[config.mk]
export PLATFORM = sky130hd
export DESIGN_NAME = sliding_window_aggregate_core
export DESIGN_NICKNAME = d
export VERILOG_FILES = /design/src/rtl/core/swa_pkg.sv /design/src/rtl/core/swa_ram.sv /design/src/rtl/core/swa_front.sv /design/src/rtl/core/swa_div.sv /design/src/rtl/core/swa_back.sv /design/src/rtl/core/sliding_window_aggregate_core.sv
export SDC_FILE = /design/constraint.sdc
export NUM_CORES = 2
export LEC_CHECK = 0
export BUFFER_PORTS_ARGS = -buffer_cell sky130_fd_sc_hd__buf_2
export CORE_UTILIZATION = 31
export CTS_CLUSTER_DIAMETER = 30
export CTS_CLUSTER_SIZE = 12
export DETAILED_ROUTE_END_ITERATION = 10
export GPL_TIMING_DRIVEN = 0
export PLACE_DENSITY_LB_ADDON = 0.25
export SLEW_MARGIN = 20
export SYNTH_ARGS = -nofsm -noshare
export SYNTH_HDL_FRONTEND = slang
export SYNTH_SLANG_ARGS = --single-unit
[constraint.sdc]
create_clock -name i_clk -period 10.5 [get_ports i_clk]
set_input_delay 2.625 -clock i_clk [delete_from_list [all_inputs] [get_ports i_clk]]
set_output_delay 2.625 -clock i_clk [all_outputs]
set_load 0.005 [all_outputs]
[src/rtl/core/swa_pkg.sv]
// Shared types and constants for the sliding window aggregate core.
// No dependencies; swa_front, swa_div, swa_back and the top level import this package.
package swa_pkg;

    // Sizes of the window ring and the sample path.
    localparam int WINDOW_MAX   = 64;
    localparam int SAMPLE_BITS  = 16;
    localparam int ADDR_BITS    = $clog2(WINDOW_MAX);
    localparam int CNT_BITS     = $clog2(WINDOW_MAX + 1);
    localparam int AGG_BITS     = SAMPLE_BITS + ADDR_BITS;

    // Depth of the queue between the front and the back.
    localparam int QUEUE_DEPTH  = 2;
    localparam int QPTR_BITS    = $clog2(QUEUE_DEPTH);
    localparam int QCNT_BITS    = $clog2(QUEUE_DEPTH + 1);

    // Configuration register indexes.
    localparam int CFG_IDX_BITS  = 1;
    localparam int CFG_DATA_BITS = CNT_BITS;
    localparam logic [CFG_IDX_BITS-1:0] CFG_MODE = CFG_IDX_BITS'(0);
    localparam logic [CFG_IDX_BITS-1:0] CFG_WLEN = CFG_IDX_BITS'(1);

    // Window length after reset.
    localparam logic [CNT_BITS-1:0] WLEN_RESET = CNT_BITS'(8);

    // Aggregate kinds.
    typedef enum logic [1:0] {
        MODE_AVG = 2'd0,
        MODE_MIN = 2'd1,
        MODE_MAX = 2'd2,
        MODE_SUM = 2'd3
    } t_swa_mode;

    // Back-end sequencer states.
    typedef enum logic [1:0] {
        ST_IDLE,
        ST_INSERT,
        ST_WALK,
        ST_DIV
    } t_swa_state;

    // Status of the back end, watched by the top level.
    typedef struct packed {
        logic                take;
        logic [CNT_BITS-1:0] fill;
    } t_swa_status;

endpackage

[src/rtl/core/swa_ram.sv]
// Generic single-write, single-read RAM with a registered read port.
// No dependencies.
module swa_ram #(
    parameter int WIDTH = 16,
    parameter int DEPTH = 64
) (
    input  logic                     i_clk,
    input  logic                     i_we,
    input  logic [$clog2(DEPTH)-1:0] i_waddr,
    input  logic [WIDTH-1:0]         i_wdata,
    input  logic [$clog2(DEPTH)-1:0] i_raddr,
    output logic [WIDTH-1:0]         o_rdata
);

    logic [WIDTH-1:0] r_mem [DEPTH];
    logic [WIDTH-1:0] r_rdata;

    // Write port and registered read port.
    always_ff @(posedge i_clk) begin
        if (i_we) begin
            r_mem[i_waddr] <= i_wdata;
        end
        r_rdata <= r_mem[i_raddr];
    end

    assign o_rdata = r_rdata;

endmodule

[src/rtl/core/swa_front.sv]
// Front end: accepts sample words and holds them in a short queue for the back end.
// Depends on swa_pkg.
module swa_front (
    input  logic                           i_clk,
    input  logic                           i_rst_n,
    input  logic                           i_in_valid,
    input  logic [swa_pkg::SAMPLE_BITS-1:0] i_sample,
    output logic                           o_in_stall,
    output logic                           o_q_valid,
    output logic [swa_pkg::SAMPLE_BITS-1:0] o_q_sample,
    input  logic                           i_q_take
);
    import swa_pkg::*;

    logic [SAMPLE_BITS-1:0] r_q [QUEUE_DEPTH];
    logic [QPTR_BITS-1:0]   r_wp, n_wp;
    logic [QPTR_BITS-1:0]   r_rp, n_rp;
    logic [QCNT_BITS-1:0]   r_cnt, n_cnt;
    logic                   push;
    logic                   pop;
    logic                   full;

    // Queue occupancy and handshakes.
    assign full       = (r_cnt == QCNT_BITS'(QUEUE_DEPTH));
    assign o_in_stall = full;
    assign o_q_valid  = (r_cnt != '0);
    assign o_q_sample = r_q[r_rp];
    assign push       = i_in_valid && !full;
    assign pop        = i_q_take && o_q_valid;

    // Pointer and count updates.
    always_comb begin
        n_wp  = r_wp;
        n_rp  = r_rp;
        n_cnt = r_cnt;
        if (push) begin
            n_wp = (r_wp == QPTR_BITS'(QUEUE_DEPTH - 1)) ? '0 : r_wp + QPTR_BITS'(1);
        end
        if (pop) begin
            n_rp = (r_rp == QPTR_BITS'(QUEUE_DEPTH - 1)) ? '0 : r_rp + QPTR_BITS'(1);
        end
        if (push && !pop) begin
            n_cnt = r_cnt + QCNT_BITS'(1);
        end else if (pop && !push) begin
            n_cnt = r_cnt - QCNT_BITS'(1);
        end
    end

    always_ff @(posedge i_clk) begin
        if (!i_rst_n) begin
            r_wp  <= '0;
            r_rp  <= '0;
            r_cnt <= '0;
        end else begin
            r_wp  <= n_wp;
            r_rp  <= n_rp;
            r_cnt <= n_cnt;
        end
    end

    // Queue storage needs no reset.
    always_ff @(posedge i_clk) begin
        if (push) begin
            r_q[r_wp] <= i_sample;
        end
    end

endmodule

[src/rtl/core/swa_div.sv]
// Restoring divider, one quotient bit per cycle, for the window average.
// Depends on swa_pkg.
module swa_div (
    input  logic                          i_clk,
    input  logic                          i_rst_n,
    input  logic                          i_start,
    input  logic [swa_pkg::AGG_BITS-1:0]  i_dividend,
    input  logic [swa_pkg::CNT_BITS-1:0]  i_divisor,
    output logic                          o_done,
    output logic [swa_pkg::AGG_BITS-1:0]  o_quotient
);
    import swa_pkg::*;

    localparam int STEP_BITS = $clog2(AGG_BITS + 1);

    logic                  r_busy, n_busy;
    logic                  r_done, n_done;
    logic [STEP_BITS-1:0]  r_step, n_step;
    logic [AGG_BITS-1:0]   r_quot, n_quot;
    logic [CNT_BITS-1:0]   r_rem, n_rem;
    logic [CNT_BITS-1:0]   r_divisor, n_divisor;
    logic [CNT_BITS:0]     rem_sh;
    logic [CNT_BITS:0]     diff;
    logic                  ge;

    // One shift-and-subtract step.
    assign rem_sh = {r_rem, r_quot[AGG_BITS-1]};
    assign diff   = rem_sh - {1'b0, r_divisor};
    assign ge     = (rem_sh >= {1'b0, r_divisor});

    always_comb begin
        n_busy    = r_busy;
        n_done    = 1'b0;
        n_step    = r_step;
        n_quot    = r_quot;
        n_rem     = r_rem;
        n_divisor = r_divisor;
        if (i_start) begin
            n_busy    = 1'b1;
            n_step    = '0;
            n_quot    = i_dividend;
            n_rem     = '0;
            n_divisor = i_divisor;
        end else if (r_busy) begin
            n_quot = {r_quot[AGG_BITS-2:0], ge};
            n_rem  = ge ? diff[CNT_BITS-1:0] : rem_sh[CNT_BITS-1:0];
            n_step = r_step + STEP_BITS'(1);
            if (r_step == STEP_BITS'(AGG_BITS - 1)) begin
                n_busy = 1'b0;
                n_done = 1'b1;
            end
        end
    end

    always_ff @(posedge i_clk) begin
        if (!i_rst_n) begin
            r_busy <= 1'b0;
            r_done <= 1'b0;
        end else begin
            r_busy <= n_busy;
            r_done <= n_done;
        end
    end

    always_ff @(posedge i_clk) begin
        r_step    <= n_step;
        r_quot    <= n_quot;
        r_rem     <= n_rem;
        r_divisor <= n_divisor;
    end

    assign o_done     = r_done;
    assign o_quotient = r_quot;

endmodule

[src/rtl/core/swa_back.sv]
// Back end: emits the held aggregate, inserts the sample into the ring and
// recomputes the aggregate by walking the ring. Depends on swa_pkg, swa_ram, swa_div.
module swa_back (
    input  logic                            i_clk,
    input  logic                            i_rst_n,
    input  swa_pkg::t_swa_mode              i_mode,
    input  logic [swa_pkg::CNT_BITS-1:0]    i_window_len,
    input  logic                            i_q_valid,
    input  logic [swa_pkg::SAMPLE_BITS-1:0] i_q_sample,
    output logic                            o_q_take,
    output logic                            o_out_valid,
    input  logic                            i_out_stall,
    output logic [swa_pkg::AGG_BITS-1:0]    o_aggregate,
    output logic [swa_pkg::CNT_BITS-1:0]    o_prior_count,
    output swa_pkg::t_swa_status            o_status
);
    import swa_pkg::*;

    t_swa_state             r_state, n_state;
    logic [ADDR_BITS-1:0]   r_slot, n_slot;
    logic [CNT_BITS-1:0]    r_fill, n_fill;
    logic [AGG_BITS-1:0]    r_held, n_held;
    logic [SAMPLE_BITS-1:0] r_sample, n_sample;
    logic [CNT_BITS-1:0]    r_issue, n_issue;
    logic                   r_pend, n_pend;
    logic [AGG_BITS-1:0]    r_sum, n_sum;
    logic [SAMPLE_BITS-1:0] r_lo, n_lo;
    logic [SAMPLE_BITS-1:0] r_hi, n_hi;
    logic                   r_first, n_first;
    logic                   r_out_valid, n_out_valid;
    logic [AGG_BITS-1:0]    r_out_agg, n_out_agg;
    logic [CNT_BITS-1:0]    r_out_cnt, n_out_cnt;

    logic [CNT_BITS-1:0]    eff_len;
    logic [CNT_BITS-1:0]    fill_c;
    logic [ADDR_BITS-1:0]   slot_c;
    logic [CNT_BITS-1:0]    slot_inc;
    logic                   out_free;
    logic                   take;
    logic                   walk_done;
    logic                   ram_we;
    logic [ADDR_BITS-1:0]   ram_raddr;
    logic [SAMPLE_BITS-1:0] ram_rdata;
    logic                   div_start;
    logic                   div_done;
    logic [AGG_BITS-1:0]    div_quot;

    // Effective window length: zero counts as one, larger than the ring clamps.
    always_comb begin
        if (i_window_len == '0) begin
            eff_len = CNT_BITS'(1);
        end else if (i_window_len > CNT_BITS'(WINDOW_MAX)) begin
            eff_len = CNT_BITS'(WINDOW_MAX);
        end else begin
            eff_len = i_window_len;
        end
    end

    // Fill count and write slot after a possible window shrink.
    assign fill_c    = (r_fill > eff_len) ? eff_len : r_fill;
    assign slot_c    = (CNT_BITS'(r_slot) >= eff_len) ? '0 : r_slot;
    assign slot_inc  = CNT_BITS'(slot_c) + CNT_BITS'(1);
    assign out_free  = !r_out_valid || !i_out_stall;
    assign walk_done = (r_issue == r_fill) && !r_pend;

    // Next state.
    always_comb begin
        n_state = r_state;
        case (r_state)
            ST_IDLE: begin
                if (i_q_valid && out_free) begin
                    n_state = ST_INSERT;
                end
            end
            ST_INSERT: begin
                n_state = ST_WALK;
            end
            ST_WALK: begin
                if (walk_done) begin
                    n_state = (i_mode == MODE_AVG) ? ST_DIV : ST_IDLE;
                end
            end
            ST_DIV: begin
                if (div_done) begin
                    n_state = ST_IDLE;
                end
            end
            default: begin
                n_state = ST_IDLE;
            end
        endcase
    end

    // Control outputs of the sequencer.
    always_comb begin
        take      = (r_state == ST_IDLE) && i_q_valid && out_free;
        ram_we    = (r_state == ST_INSERT);
        ram_raddr = r_issue[ADDR_BITS-1:0];
        div_start = (r_state == ST_WALK) && walk_done && (i_mode == MODE_AVG);
    end

    // Datapath next values.
    always_comb begin
        n_slot      = r_slot;
        n_fill      = r_fill;
        n_held      = r_held;
        n_sample    = r_sample;
        n_issue     = r_issue;
        n_pend      = r_pend;
        n_sum       = r_sum;
        n_lo        = r_lo;
        n_hi        = r_hi;
        n_first     = r_first;
        n_out_valid = r_out_valid;
        n_out_agg   = r_out_agg;
        n_out_cnt   = r_out_cnt;

        // Output word: the aggregate held from the previous sample.
        if (take) begin
            n_out_valid = 1'b1;
            n_out_agg   = r_held;
            n_out_cnt   = r_fill;
            n_sample    = i_q_sample;
        end else if (r_out_valid && !i_out_stall) begin
            n_out_valid = 1'b0;
        end

        case (r_state)
            ST_INSERT: begin
                n_fill  = (fill_c < eff_len) ? fill_c + CNT_BITS'(1) : fill_c;
                n_slot  = (slot_inc >= eff_len) ? '0 : slot_inc[ADDR_BITS-1:0];
                n_issue = '0;
                n_pend  = 1'b0;
                n_sum   = '0;
                n_first = 1'b1;
            end
            ST_WALK: begin
                // Issue one read per cycle and fold in each word in the cycle after its read is issued.
                n_pend = (r_issue < r_fill);
                if (r_issue < r_fill) begin
                    n_issue = r_issue + CNT_BITS'(1);
                end
                if (r_pend) begin
                    n_sum   = r_sum + AGG_BITS'(ram_rdata);
                    n_first = 1'b0;
                    if (r_first || ram_rdata < r_lo) begin
                        n_lo = ram_rdata;
                    end
                    if (r_first || ram_rdata > r_hi) begin
                        n_hi = ram_rdata;
                    end
                end
                if (walk_done) begin
                    case (i_mode)
                        MODE_MIN: n_held = AGG_BITS'(r_lo);
                        MODE_MAX: n_held = AGG_BITS'(r_hi);
                        MODE_SUM: n_held = r_sum;
                        default:  n_held = r_held;
                    endcase
                end
            end
            ST_DIV: begin
                if (div_done) begin
                    n_held = div_quot;
                end
            end
            default: begin
                n_held = r_held;
            end
        endcase
    end

    always_ff @(posedge i_clk) begin
        if (!i_rst_n) begin
            r_state     <= ST_IDLE;
            r_slot      <= '0;
            r_fill      <= '0;
            r_held      <= '0;
            r_pend      <= 1'b0;
            r_out_valid <= 1'b0;
        end else begin
            r_state     <= n_state;
            r_slot      <= n_slot;
            r_fill      <= n_fill;
            r_held      <= n_held;
            r_pend      <= n_pend;
            r_out_valid <= n_out_valid;
        end
    end

    // Payload registers need no reset.
    always_ff @(posedge i_clk) begin
        r_sample  <= n_sample;
        r_issue   <= n_issue;
        r_sum     <= n_sum;
        r_lo      <= n_lo;
        r_hi      <= n_hi;
        r_first   <= n_first;
        r_out_agg <= n_out_agg;
        r_out_cnt <= n_out_cnt;
    end

    // Window ring.
    swa_ram #(
        .WIDTH (SAMPLE_BITS),
        .DEPTH (WINDOW_MAX)
    ) u_ring (
        .i_clk   (i_clk),
        .i_we    (ram_we),
        .i_waddr (slot_c),
        .i_wdata (r_sample),
        .i_raddr (ram_raddr),
        .o_rdata (ram_rdata)
    );

    // Serial divider for the average.
    swa_div u_div (
        .i_clk      (i_clk),
        .i_rst_n    (i_rst_n),
        .i_start    (div_start),
        .i_dividend (r_sum),
        .i_divisor  (r_fill),
        .o_done     (div_done),
        .o_quotient (div_quot)
    );

    assign o_q_take      = take;
    assign o_out_valid   = r_out_valid;
    assign o_aggregate   = r_out_agg;
    assign o_prior_count = r_out_cnt;
    assign o_status.take = take;
    assign o_status.fill = r_fill;

endmodule

[src/rtl/core/sliding_window_aggregate_core.sv]
// Top level of the sliding window aggregate core: configuration registers,
// front queue and back end. Depends on swa_pkg, swa_front, swa_back.
//
//   Channel   Direction  Handshake                 Word
//   input     in         i_in_valid / o_in_stall   i_sample
//   output    out        o_out_valid / i_out_stall o_aggregate, o_prior_count
//   config    in         i_cfg_we                  i_cfg_index, i_cfg_data
//
// An item walks all samples in the window (fill, up to 64) in minimum, maximum and sum
// mode, and walks them and then divides in average mode; no new sample is taken until then.
// The time is set by the walk over the single read port of the window ring and
// by the one-bit-per-cycle divider. Reset clears the window count, write slot and
// held aggregate, sets mode to average and window length to 8; the ring itself is
// not cleared. A stalled output word holds while the next sample waits in the queue.
module sliding_window_aggregate_core (
    input  logic                              i_clk,
    input  logic                              i_rst_n,
    input  logic                              i_in_valid,
    output logic                              o_in_stall,
    input  logic [swa_pkg::SAMPLE_BITS-1:0]   i_sample,
    output logic                              o_out_valid,
    input  logic                              i_out_stall,
    output logic [swa_pkg::AGG_BITS-1:0]      o_aggregate,
    output logic [swa_pkg::CNT_BITS-1:0]      o_prior_count,
    input  logic                              i_cfg_we,
    input  logic [swa_pkg::CFG_IDX_BITS-1:0]  i_cfg_index,
    input  logic [swa_pkg::CFG_DATA_BITS-1:0] i_cfg_data
);
    import swa_pkg::*;

    t_swa_mode              r_mode, n_mode;
    logic [CNT_BITS-1:0]    r_wlen, n_wlen;
    logic                   q_valid;
    logic [SAMPLE_BITS-1:0] q_sample;
    logic                   q_take;
    t_swa_status            status;

    // Configuration register writes.
    always_comb begin
        n_mode = r_mode;
        n_wlen = r_wlen;
        if (i_cfg_we) begin
            case (i_cfg_index)
                CFG_MODE: n_mode = t_swa_mode'(i_cfg_data[1:0]);
                CFG_WLEN: n_wlen = i_cfg_data[CNT_BITS-1:0];
                default:  n_mode = r_mode;
            endcase
        end
    end

    always_ff @(posedge i_clk) begin
        if (!i_rst_n) begin
            r_mode <= MODE_AVG;
            r_wlen <= WLEN_RESET;
        end else begin
            r_mode <= n_mode;
            r_wlen <= n_wlen;
        end
    end

    // Front end and queue.
    swa_front u_front (
        .i_clk      (i_clk),
        .i_rst_n    (i_rst_n),
        .i_in_valid (i_in_valid),
        .i_sample   (i_sample),
        .o_in_stall (o_in_stall),
        .o_q_valid  (q_valid),
        .o_q_sample (q_sample),
        .i_q_take   (q_take)
    );

    // Back end.
    swa_back u_back (
        .i_clk         (i_clk),
        .i_rst_n       (i_rst_n),
        .i_mode        (r_mode),
        .i_window_len  (r_wlen),
        .i_q_valid     (q_valid),
        .i_q_sample    (q_sample),
        .o_q_take      (q_take),
        .o_out_valid   (o_out_valid),
        .i_out_stall   (i_out_stall),
        .o_aggregate   (o_aggregate),
        .o_prior_count (o_prior_count),
        .o_status      (status)
    );

`ifndef SYNTHESIS
    // The window count never exceeds the ring size.
    a_fill_bound: assert property (@(posedge i_clk) disable iff (!i_rst_n)
        status.fill <= CNT_BITS'(WINDOW_MAX))
        else $error("window count beyond ring size");

    // A new output word appears only when the back end takes a sample.
    a_out_from_take: assert property (@(posedge i_clk) disable iff (!i_rst_n)
        $rose(o_out_valid) |-> $past(status.take))
        else $error("output word without a taken sample");

    // After a sample is inserted the window is never empty.
    a_fill_after_insert: assert property (@(posedge i_clk) disable iff (!i_rst_n)
        status.take |=> ##1 (status.fill != '0))
        else $error("empty window after insert");
`endif

endmodule
==> flow_summary.ini <==
[power]
p_switching_mw = 5.81
switching_share_pct = 30.0
power_frac_seq_pct = 34.5
power_mw = 19.4
p_leak_nw = 21.5
power_density_mw_per_mm2 = 298
p_clk_share_pct = 40.5
p_int_mw = 13.6
p_comb_share_pct = 25.0
ir_drop_mv = 0.207

[clock_tree]
h-tree-depth = 4
insertion_delay_ns = 0.83
clkTransAtPathRegs_ns = 0.05
clockBufferDepth = 3
cts_hold_buffers = 0
cts_setup_buffers = 0
cts_tree = yes
root_buffer = clkbuf_16
cts_sinks = 1274
numCtsBuffers = 240
postCtsResizedCells = 0

[logic_synthesis]
seq_area_frac_synth_pct = 72.6
synth-edff-count = 1192
syn_avg_cell_area_um2 = 19.5
ys_top_cells_by_count = edfxtp_1, mux4_2, nor2_1
synthTopCellsByArea = edfxtp_1, mux4_2, dfxtp_1
syn_area_mm2 = 0.0516
netlist.top_cell.by_area = edfxtp_1
ys_dominant_reg_cell = edfxtp_1
synthDistinctLibCells = 57
synthCells = 2646
yosys.cell_count.top_type = edfxtp_1
synth.net_count = 2778
synth_top_area_share_pct = 69.4
yosysWarnings = 0
synth_seq_cells = 1274
ys_async_sr_fraction_pct = 0

[global_routing]
grt_first_pass_wirelength_um = 192000
grt_pass1_vias = 27600
antenna_found_initial = 8
grt_max_degree = 25
grt_overflow = 0
grt_use_total_pct = 15.8

[placed_design]
portBuffers = 57
dp_slack_ns = 5.50
gp_congestion = 0.818
dp_hpwl_um = 94600

[drt]
drc = 12
via_per_inst = 4.88
vias = 26700
dr.pass1.iters = 8
routed_wl_um = 133000
drtAntennaViolNets = 0
drt-initial-drc-count = 2232
wl_per_cell_um = 24.3

[sta]
tns_ns = 0
worst_pin_slew_ns = 1.21
rsz0062_at_grt = false
worst_slack_ns = 5.49
finalSetupViolations = 0
max_slew_margin_pct = 19.3
period_share_pct = 47.7
slew_viol_final = 0
finalClockSkew_ns = 0.0535
whs_ns = 0.430
period_needed_ns = 5.01
fmax_mhz = 200
hold_viol = 0

[critical_path]
reg2reg_depth = 12
worstPathRequired_ns = 11.00
timing.critical_path.buf_inv = 4
reg2reg_from = r_wlen[6]
r2r_end = u_back.u_ring.r_mem[59][9]
cp_data_arrival_time_ns = 5.51
slowest_stage = nand3_1
endpoint_kind = flop
cp_slowest_stage_delay_ns = 0.95
cp_cell_sequence = inv_1 > clkbuf_1 > nand2_1 > ha_1 > a21o_1 > a21oi_1 > o21ai_1 > nand2_1 > clkbuf_1 > nand3_1 > nor2_2 > buf_6
rrSetupSlack_ns = 5.49
cp_max_fo = 10
cp-start-kind = flop
critPathKind = flop to flop
cp_top_family = simple AND/OR/NAND/NOR gates

[worst_hold_path]
hp-class = flop to flop
holdCritStartpoint = u_back.r_held[21]
min_to = u_back.o_aggregate[21]
hold_depth = 0

[status]
failed_checks = DRC
status = finished with violations

[floorplanning]
chipWidth_um = 410
die-area_mm2 = 0.168
rows = 149
ioPinCount = 60
fp.dieH_um = 410
start_util_pct = 31.3
core-area_mm2 = 0.165

[final_layout]
area_delta_synth_final_pct = 26.1
finish.net_count = 3196
fillers = 14700
seqCellArea_mm2 = 0.0374
multi_input_area_mm2 = 0.0135
drive_gt1_share_pct = 32.3

[flow_run]
maxCapViolations = 0
## cell type report
type / count / area share [%]
antenna: 1 / 0.00385
timing repair buffer: 176 / 3.13
buffer: 127 / 0.873
tap: 2189 / 4.21
clock inverter: 178 / 3.41
sequential: 1274 / 57.6
multi-input combinational: 1166 / 20.8
clock buffer: 275 / 9.56
inverter: 79 / 0.456
## worst reg2reg max path: stages, from the launching register on
cell and delay [ns]:
dfxtp_1 0.33, inv_1 0.12, clkbuf_1 0.42, nand2_1 0.37, ha_1 0.30, a21o_1 0.17, a21oi_1 0.13, o21ai_1 0.14
nand2_1 0.20, clkbuf_1 0.41, nand3_1 0.95, nor2_2 0.89, buf_6 0.23
## metal layers
metal / GRT usage [%] / part of all wire, %
met2: 25.4 / 48
met4: 5.13 / 2.3
met3: 3.07 / 5.9
met5: 0 / 0
met1: 21.6 / 44
## placed cells by master (no fill, tap or decap), drive strengths merged, types with 39 or more instances in the layout
cell type	synthesis	routed
mux4	336	336
edfxtp	1192	1192
nand2	74	74
a21oi	58	58
nor2	127	127
dfxtp	82	82
clkinv	1	89
ha	101	101
clkbuf	88	363
buf	39	215
inv	78	100
nor2b	52	52
mux2	39	39
## through the flow
step | instance area, um2 | utilization [%] | std cells
global route | 65000 | 39.4 | 5464
global placement | 54600 | 33.1 | 4892
floorplan | 51600 | - | 2646
detailed placement | 56600 | 34.3 | 5011
finish | 65000 | 39.4 | 5465
CTS | 65000 | 39.4 | 5464
## flip-flops by register name, indices dropped and copies added, names as in the netlist, 5 cells and up
| name | cells |
|---|---|
| u_back.u_ring.o_rdata | 16 |
| u_back.o_prior_count | 7 |
| u_back.r_held | 22 |
| u_back.u_div.r_rem | 7 |
| u_back.u_div.r_step | 5 |
| u_front.r_q | 32 |
| u_back.r_sum | 22 |
| u_back.r_sample | 16 |
| u_back.r_issue | 7 |
| r_wlen | 7 |
| u_back.o_aggregate | 22 |
| u_back.r_lo | 16 |
| u_back.u_ring.r_mem | 1024 |
| u_back.r_hi | 16 |
| u_back.r_slot | 6 |
| u_back.r_fill | 7 |
| u_back.u_div.o_quotient | 22 |
| u_back.u_div.r_divisor | 7 |
## logic make-up (layout without fill, tap and decap cells)
group / after synthesis / in the layout / share of synthesized area (%)
flops: 1274 / 1274 / 72.6
simple gates: 418 / 418 / 3.98
mux: 389 / 389 / 15.8
compound gates: 225 / 225 / 2.91
buf+inv: 206 / 835 / 1.68
fa+ha+maj: 103 / 103 / 2.53
xor+xnor: 31 / 31 / 0.526
other cells: 0 / 1 / 0
## power by group through the flow
| stage | registers [mW] | logic [mW] | clock network (mW) |
|---|---|---|---|
| after CTS | 6.69 | 4.91 | 7.97 |
| after global routing | 6.72 | 5.17 | 8.19 |
| after detailed placement | 6.78 | 4.90 | 0 |
| final | 6.68 | 4.84 | 7.84 |
| after global placement | 7.29 | 4.11 | 0 |
| after floorplan | 6.82 | 2.64 | 0 |
## worst max path at each step
stage	start	end	slack, ns	depth (start not counted)
floorplan	i_out_stall	u_front.r_cnt[1]	4.45	5
global placement	i_out_stall	u_front.r_cnt[1]	2.61	6
detailed placement	r_wlen[6]	u_back.u_ring.r_mem[59][9]	5.50	12
CTS	r_wlen[6]	u_back.u_ring.r_mem[59][9]	5.44	12
global route	r_wlen[6]	u_back.r_slot[4]	5.10	19
finish	r_wlen[6]	u_back.u_ring.r_mem[59][9]	5.49	12
(Power assumes the default switching activity.)
